## config.mk

```make
export PLATFORM = sky130hd
export DESIGN_NAME = indexed_list_insert_remove_core
export DESIGN_NICKNAME = d
export VERILOG_FILES = /design/src/hw/rtl/ilir_pkg.sv /design/src/hw/rtl/indexed_list_insert_remove_core.sv /design/src/hw/rtl/ilir_list.sv
export VERILOG_INCLUDE_DIRS = /design/src /design/src/hw/rtl
export SDC_FILE = /design/constraint.sdc
export NUM_CORES = 2
export LEC_CHECK = 0
export BUFFER_PORTS_ARGS = -buffer_cell sky130_fd_sc_hd__buf_2
export CORE_UTILIZATION = 43
export DETAILED_ROUTE_END_ITERATION = 7
export HOLD_SLACK_MARGIN = 0.1
export PLACE_DENSITY = 0.71
export SLEW_MARGIN = 5
export SYNTH_ARGS = -nofsm -noshare
export SYNTH_HDL_FRONTEND = slang
export SYNTH_SLANG_ARGS = --single-unit
```

## constraint.sdc

```tcl
create_clock -name aclk -period 26.1 [get_ports aclk]
set_clock_uncertainty 0.2 [all_clocks]
set_input_delay 2.61 -clock aclk [delete_from_list [all_inputs] [get_ports aclk]]
set_output_delay 2.61 -clock aclk [all_outputs]
set_load 0.03 [all_outputs]
```

## src/hw/rtl/indexed_list_insert_remove_core_macros.svh

```systemverilog
// ----------------------------------------------------------------------------
// indexed list core assertion macros
// shared property wrappers for the list core checks
// ----------------------------------------------------------------------------
`ifndef INDEXED_LIST_INSERT_REMOVE_CORE_MACROS_SVH
`define INDEXED_LIST_INSERT_REMOVE_CORE_MACROS_SVH

// checked only while out of reset
`define ILIR_ASSERT(lbl, prop, msg) \
    lbl: assert property (@(posedge aclk) disable iff (!aresetn) prop) else $error(msg);

// checked on every edge, reset included
`define ILIR_ASSERT_ALWAYS(lbl, prop, msg) \
    lbl: assert property (@(posedge aclk) prop) else $error(msg);

`endif

```

## src/hw/rtl/ilir_pkg.sv

```systemverilog
// ----------------------------------------------------------------------------
// ilir_pkg
// command and status codes and the beat types of the indexed list core
// ----------------------------------------------------------------------------
`default_nettype none

package ilir_pkg;

    typedef enum logic [1:0] {
        CMD_APPEND = 2'd0,
        CMD_INSERT = 2'd1,
        CMD_REMOVE = 2'd2,
        CMD_READ   = 2'd3
    } cmd_t;

    typedef enum logic [1:0] {
        ST_DONE  = 2'd0,
        ST_FULL  = 2'd1,
        ST_RANGE = 2'd2
    } status_t;

    localparam int POS_W = 16;
    localparam int VAL_W = 32;
    localparam int LEN_W = 5;

    typedef struct packed {
        cmd_t                     cmd;
        logic signed [POS_W-1:0]  position;
        logic signed [VAL_W-1:0]  value;
    } op_t;

    typedef struct packed {
        status_t                  status;
        logic signed [VAL_W-1:0]  read_value;
        logic [LEN_W-1:0]         length;
    } res_t;

endpackage

`default_nettype wire

```

## src/hw/rtl/indexed_list_insert_remove_core.sv

```systemverilog
// ----------------------------------------------------------------------------
// indexed_list_insert_remove_core: ordered list with insert/remove by position
// path: an accepted input beat goes through the input register, then the result
//       register, before its result beat shows on m_axis
// throughput: one beat per cycle while m_axis_tready stays high; every cell
//             shifts in the same cycle
// reset: aresetn low clears the element count and the valid flags of both beat registers
// ----------------------------------------------------------------------------
`default_nettype none

`include "indexed_list_insert_remove_core_macros.svh"

module indexed_list_insert_remove_core #(
    parameter int MAX_ELEMENTS = 16
) (
    input  logic        aclk,
    input  logic        aresetn,
    input  logic        s_axis_tvalid,
    output logic        s_axis_tready,
    // [1:0] cmd, [17:2] position, [49:18] value, [55:50] zero
    input  logic [55:0] s_axis_tdata,
    output logic        m_axis_tvalid,
    input  logic        m_axis_tready,
    // [1:0] status, [33:2] read_value, [38:34] length, [39] zero
    output logic [39:0] m_axis_tdata
);
    import ilir_pkg::*;

    localparam logic [LEN_W-1:0] MAX_LEN = LEN_W'(MAX_ELEMENTS);

    logic in_valid_reg;
    op_t  in_reg;
    logic out_valid_reg;
    res_t out_reg;
    res_t res;
    logic advance;

    // item moves to the result register when that register is free or drains
    assign advance       = in_valid_reg && (!out_valid_reg || m_axis_tready);
    assign s_axis_tready = !in_valid_reg || advance;

    always_ff @(posedge aclk) begin
        if (!aresetn) begin
            in_valid_reg <= 1'b0;
        end else if (s_axis_tready) begin
            in_valid_reg <= s_axis_tvalid;
        end
    end

    always_ff @(posedge aclk) begin
        if (s_axis_tready && s_axis_tvalid) begin
            in_reg.cmd      <= cmd_t'(s_axis_tdata[1:0]);
            in_reg.position <= s_axis_tdata[17:2];
            in_reg.value    <= s_axis_tdata[49:18];
        end
    end

    ilir_list #(
        .MAX_ELEMENTS(MAX_ELEMENTS)
    ) u_list (
        .aclk   (aclk),
        .aresetn(aresetn),
        .en     (advance),
        .op     (in_reg),
        .res    (res)
    );

    always_ff @(posedge aclk) begin
        if (!aresetn) begin
            out_valid_reg <= 1'b0;
        end else if (advance) begin
            out_valid_reg <= 1'b1;
        end else if (m_axis_tready) begin
            out_valid_reg <= 1'b0;
        end
    end

    always_ff @(posedge aclk) begin
        if (advance) begin
            out_reg <= res;
        end
    end

    assign m_axis_tvalid = out_valid_reg;
    assign m_axis_tdata  = {1'b0, out_reg.length, out_reg.read_value, out_reg.status};

    `ILIR_ASSERT(a_full_len,
        (out_valid_reg && out_reg.status == ST_FULL) |-> (out_reg.length == MAX_LEN),
        "refused beat without full length")
    `ILIR_ASSERT(a_range_zero,
        (out_valid_reg && out_reg.status == ST_RANGE) |-> (out_reg.read_value == '0),
        "out of range beat with nonzero data")
    `ILIR_ASSERT(a_adv_out, advance |=> out_valid_reg,
        "processed item lost before result register")
    `ILIR_ASSERT_ALWAYS(a_rst_idle, !aresetn |=> (!m_axis_tvalid && s_axis_tready),
        "core not idle after reset")

endmodule

`default_nettype wire

```

## src/hw/rtl/ilir_list.sv

```systemverilog
// ----------------------------------------------------------------------------
// ilir_list
// row of word cells with element count; one command updates all cells at once
// ----------------------------------------------------------------------------
`default_nettype none

module ilir_list #(
    parameter int MAX_ELEMENTS = 16
) (
    input  logic          aclk,
    input  logic          aresetn,
    input  logic          en,
    input  ilir_pkg::op_t  op,
    output ilir_pkg::res_t res
);
    import ilir_pkg::*;

    localparam int CW = $clog2(MAX_ELEMENTS + 1);
    localparam int IW = $clog2(MAX_ELEMENTS);

    logic [VAL_W-1:0] cells_reg  [MAX_ELEMENTS];
    logic [VAL_W-1:0] cells_next [MAX_ELEMENTS];
    logic [CW-1:0]    count_reg, count_next;

    logic             pos_neg;
    logic [POS_W-1:0] pos_mag;
    logic             pos_ge;
    logic             full;
    logic [IW-1:0]    pos_idx;
    logic [IW-1:0]    cnt_idx;
    logic [IW-1:0]    at;
    logic             ins;
    logic             del;
    status_t          status;
    logic [VAL_W-1:0] rd;
    logic [CW+LEN_W-1:0] len_ext;

    assign pos_neg = op.position[POS_W-1];
    assign pos_mag = {1'b0, op.position[POS_W-2:0]};
    // a negative position is never at or past the length
    assign pos_ge  = !pos_neg && (pos_mag >= POS_W'(count_reg));
    assign full    = count_reg == CW'(MAX_ELEMENTS);
    assign pos_idx = op.position[IW-1:0];
    assign cnt_idx = count_reg[IW-1:0];

    always_comb begin
        status     = ST_DONE;
        rd         = '0;
        count_next = count_reg;
        ins        = 1'b0;
        del        = 1'b0;
        at         = pos_idx;
        case (op.cmd)
            CMD_APPEND, CMD_INSERT: begin
                if (full) begin
                    status = ST_FULL;
                end else begin
                    ins        = 1'b1;
                    count_next = count_reg + CW'(1);
                    // insert past the end appends, at or below zero goes to the front
                    if (op.cmd == CMD_APPEND || pos_ge) begin
                        at = cnt_idx;
                    end else if (pos_neg) begin
                        at = '0;
                    end
                end
            end
            CMD_REMOVE, CMD_READ: begin
                if (pos_neg || pos_ge) begin
                    status = ST_RANGE;
                end else if (op.cmd == CMD_READ) begin
                    rd = cells_reg[pos_idx];
                end else begin
                    del        = 1'b1;
                    count_next = count_reg - CW'(1);
                end
            end
            default: begin
                status = ST_DONE;
            end
        endcase
    end

    // every cell picks its own, its lower or its upper neighbor, or the inserted value
    always_comb begin
        for (int i = 0; i < MAX_ELEMENTS; i++) begin
            cells_next[i] = cells_reg[i];
        end
        if (ins) begin
            for (int i = 1; i < MAX_ELEMENTS; i++) begin
                if (IW'(i) > at) begin
                    cells_next[i] = cells_reg[i-1];
                end
            end
            for (int i = 0; i < MAX_ELEMENTS; i++) begin
                if (IW'(i) == at) begin
                    cells_next[i] = op.value;
                end
            end
        end
        if (del) begin
            for (int i = 0; i < MAX_ELEMENTS - 1; i++) begin
                if (IW'(i) >= at) begin
                    cells_next[i] = cells_reg[i+1];
                end
            end
        end
    end

    always_ff @(posedge aclk) begin
        if (!aresetn) begin
            count_reg <= '0;
        end else if (en) begin
            count_reg <= count_next;
        end
    end

    always_ff @(posedge aclk) begin
        if (en) begin
            for (int i = 0; i < MAX_ELEMENTS; i++) begin
                cells_reg[i] <= cells_next[i];
            end
        end
    end

    assign len_ext        = {{LEN_W{1'b0}}, count_next};
    assign res.status     = status;
    assign res.read_value = rd;
    assign res.length     = len_ext[LEN_W-1:0];

endmodule

`default_nettype wire

```

==> impl_metrics.toml <==
[outcome]
status = "finished with violations"
violations = "design-rule violations"

[layout]
final_cells = 4478
drive_above_1_share_pct = 16.5
area_growth_pct = 9.62
n_antenna_cell = 0
nets = 3345
largest_reg_flops = 512

[synth]
syn_avg_cell_area_um2 = 10.9
yosys.area.top_type_share_pct = 48.6
async_flop_share_pct = 0
synth_area_leaders = "edfxtp_1 49%, mux4_2 9.7%, nand2_1 4.9%"
synth_edf_count = 601
synth_flop_cell = "edfxtp_1"
ys_ff_latch = 608
netlist_area_mm2 = 0.0371
synth_area_leader_cell = "edfxtp_1"
seq_area_frac_synth_pct = 49.0
synth_cells = 3389
synth_cell_types = 71
yosysWarnings = 0
synth_nets = 3456

[critical_path]
worst_setup_path_start_kind = "register"
worstPathArrival_ps = 6530
path_cells = "buf_4 > inv_1 > ha_1 > a41oi_1 > o2111ai_2 > o41ai_4 > a221o_4 > buf_4 > nand4_4 > o21ai_0 > a31oi_1 > a211o_1"
critPathRequiredTime_ps = 26270
cpMostUsedCell = "buf_4"
slowest_delay_ps = 1060
critPathMaxFanout = 62
crit_type = "reg -> reg"
cp_slowest_cell = "nand4_4"
worstSetupEndpointType = "register"

[clocking]
clock_path_buffers = 3
cts_resized = 0
cts_hold_buffers = 0
root_buffer = "clkbuf_16"
clock_latency_ps = 630
clkSinkCount = 608
cts_tree = "yes"
cts_buffers = 73
worst_setup_hold_path_clk_slew_ps = 60
postCtsSetupBuffers = 0
cts_max_level = 3

[route]
wl_mm = 130
drc = 1
wl_per_cell_um = 29.0
drtPass1Iterations = 8
drt-initial-drc-count = 5803
via_per_inst = 7.08
vias = 31719
ant_nets = 0

[run]
cap_violations = 0

[pwr]
p_leak_uw = 0.0137
total_power_uw = 2590
vdd_ir_drop_max_mv = 0.0396
power.density_mw_per_mm2 = 63.7

[sta]
finalCritPeriodShare_pct = 24.4
rsz0062_at_grt = "false"
period_minus_slack_ps = 6360
tns_ps = 0
slew_headroom_pct = 5.25
worstMarginPinSlew_ps = 1410
slew_violations = 0
finalHoldViolations = 0
max_freq_mhz = 157
setup_violations = 0
setup_ws_ps = 19740
hold_slack_ps = 343

[global_route]
grt_pass1_vias = 30247
grt_max_degree = 179
grtUsageTotal_pct = 29.3
grt_overflow = 0
grt_antenna_before_repair = 3
grt_pass1_wl_mm = 193

[die]
rows = 107
core_area_mm2 = 0.0853
ioPinCount = 102
die_area_mm2 = 0.0875
initial_core_util_pct = 43.5
die_x_um = 296
die_y_um = 296

[place]
routabilityCongestion = 0.883
port_buffers = 94
dp_slack_ps = 19730
dp.cells = 4347
place_hpwl_mm = 71.0

[min_path]
min_path_type = "reg -> reg"
==> report_power, final <==
group / switching [uW] / internal (uW) / total (uW)
combinational: 208 / 145 / 353
clock: 428 / 597 / 1030
sequential: 64.9 / 1150 / 1210
total: 701 / 1890 / 2590
==> metal layers <==
metal  part of all wire [%]  wire length [um]  track usage (%)  vias to the layer above
met3                     14             17700             7.29                      544
li1                       -                 -                -                    13160
met5                      0                 0                0                        -
met2                     44             57300             44.1                     2680
met4                    5.7              7360             16.0                        0
met1                     37             47600             38.8                    15335
==> cell usage after synthesis (64+ instances only) <==
master	number
nor2_1	291
o21ai_0	145
and3_1	67
edfxtp_1	601
mux4_2	160
a22oi_1	212
buf_2	83
o22a_1	64
a21oi_1	104
o22ai_1	112
nand2_1	486
a31oi_1	129
o21ai_1	123
clkbuf_1	217
==> stage by stage <==
| stage | cell area (um^2) | utilization [%] |
|---|---|---|
| 2_1_floorplan | 37100 | - |
| 3_3_place_gp | 38300 | 45.0 |
| 3_5_place_dp | 38300 | 45.0 |
| 4_1_cts | 40700 | 47.7 |
| 5_1_grt | 40700 | 47.7 |
| 6_report | 40700 | 47.7 |
==> cells by family after synthesis <==
kind of cell	synth area share, %
other	0.0101
flip-flops	49.0
AO/OA/AOI/OAI	22.4
buffers and inverters	4.45
AND/OR/NAND/NOR	11.4
multiplexers	12.4
adder cells (fa/ha/maj)	0.236
XOR/XNOR	0.0944
==> path summary, 6_finish.rpt <==
check / start / endpoint / slack (ps) / cells after the start
worst min-delay path: in_valid_reg / m_axis_tvalid / 340 / 1
worst min register to register: in_valid_reg / m_axis_tvalid / 340 / 1
worst max register to register: in_reg[32] / u_list.cells_reg[5][17] / 19740 / 12
worst max-delay path: in_reg[32] / u_list.cells_reg[5][17] / 19740 / 12
==> critical path: cells and delay by family (launching register included) <==
family | cells | cell delay [ps]
buffers and inverters | 3 | 1560
AO/OA/AOI/OAI | 7 | 2570
adder cells (fa/ha/maj) | 1 | 320
flip-flops | 1 | 320
AND/OR/NAND/NOR | 1 | 1060
==> layout by cell type (no fill, tap or decap), drive strengths merged, types with 9 or more instances in the layout <==
cell and count:
mux2 32, o221ai 32, o22a 64, a22oi 212, edfxtp 601, mux2i 62
a211oi 32, nand4 9, a21oi 108, buf 176, a22o 32, a211o 34
nor3 39, o21ai 273, clkinv 26, nand2 488, inv 12, and3 67
a31oi 129, a221o 51, o22ai 112, a222oi 31, nor2 295, mux4 160
nor2b 35, nand3 10, nor4 9, o221a 15, clkbuf 96, a21o 31
==> final cells by class <==
class,instances,area (um^2)
Multi-Input combinational cell,2408,17500
Tap cell,1144,1430
Timing Repair Buffer,176,1120
Fill cell,7579,44600
Clock buffer,96,2030
Clock inverter,35,308
Sequential cell,608,18200
Inverter,11,48.8
Note: power is estimated with default switching activity, not from simulation.
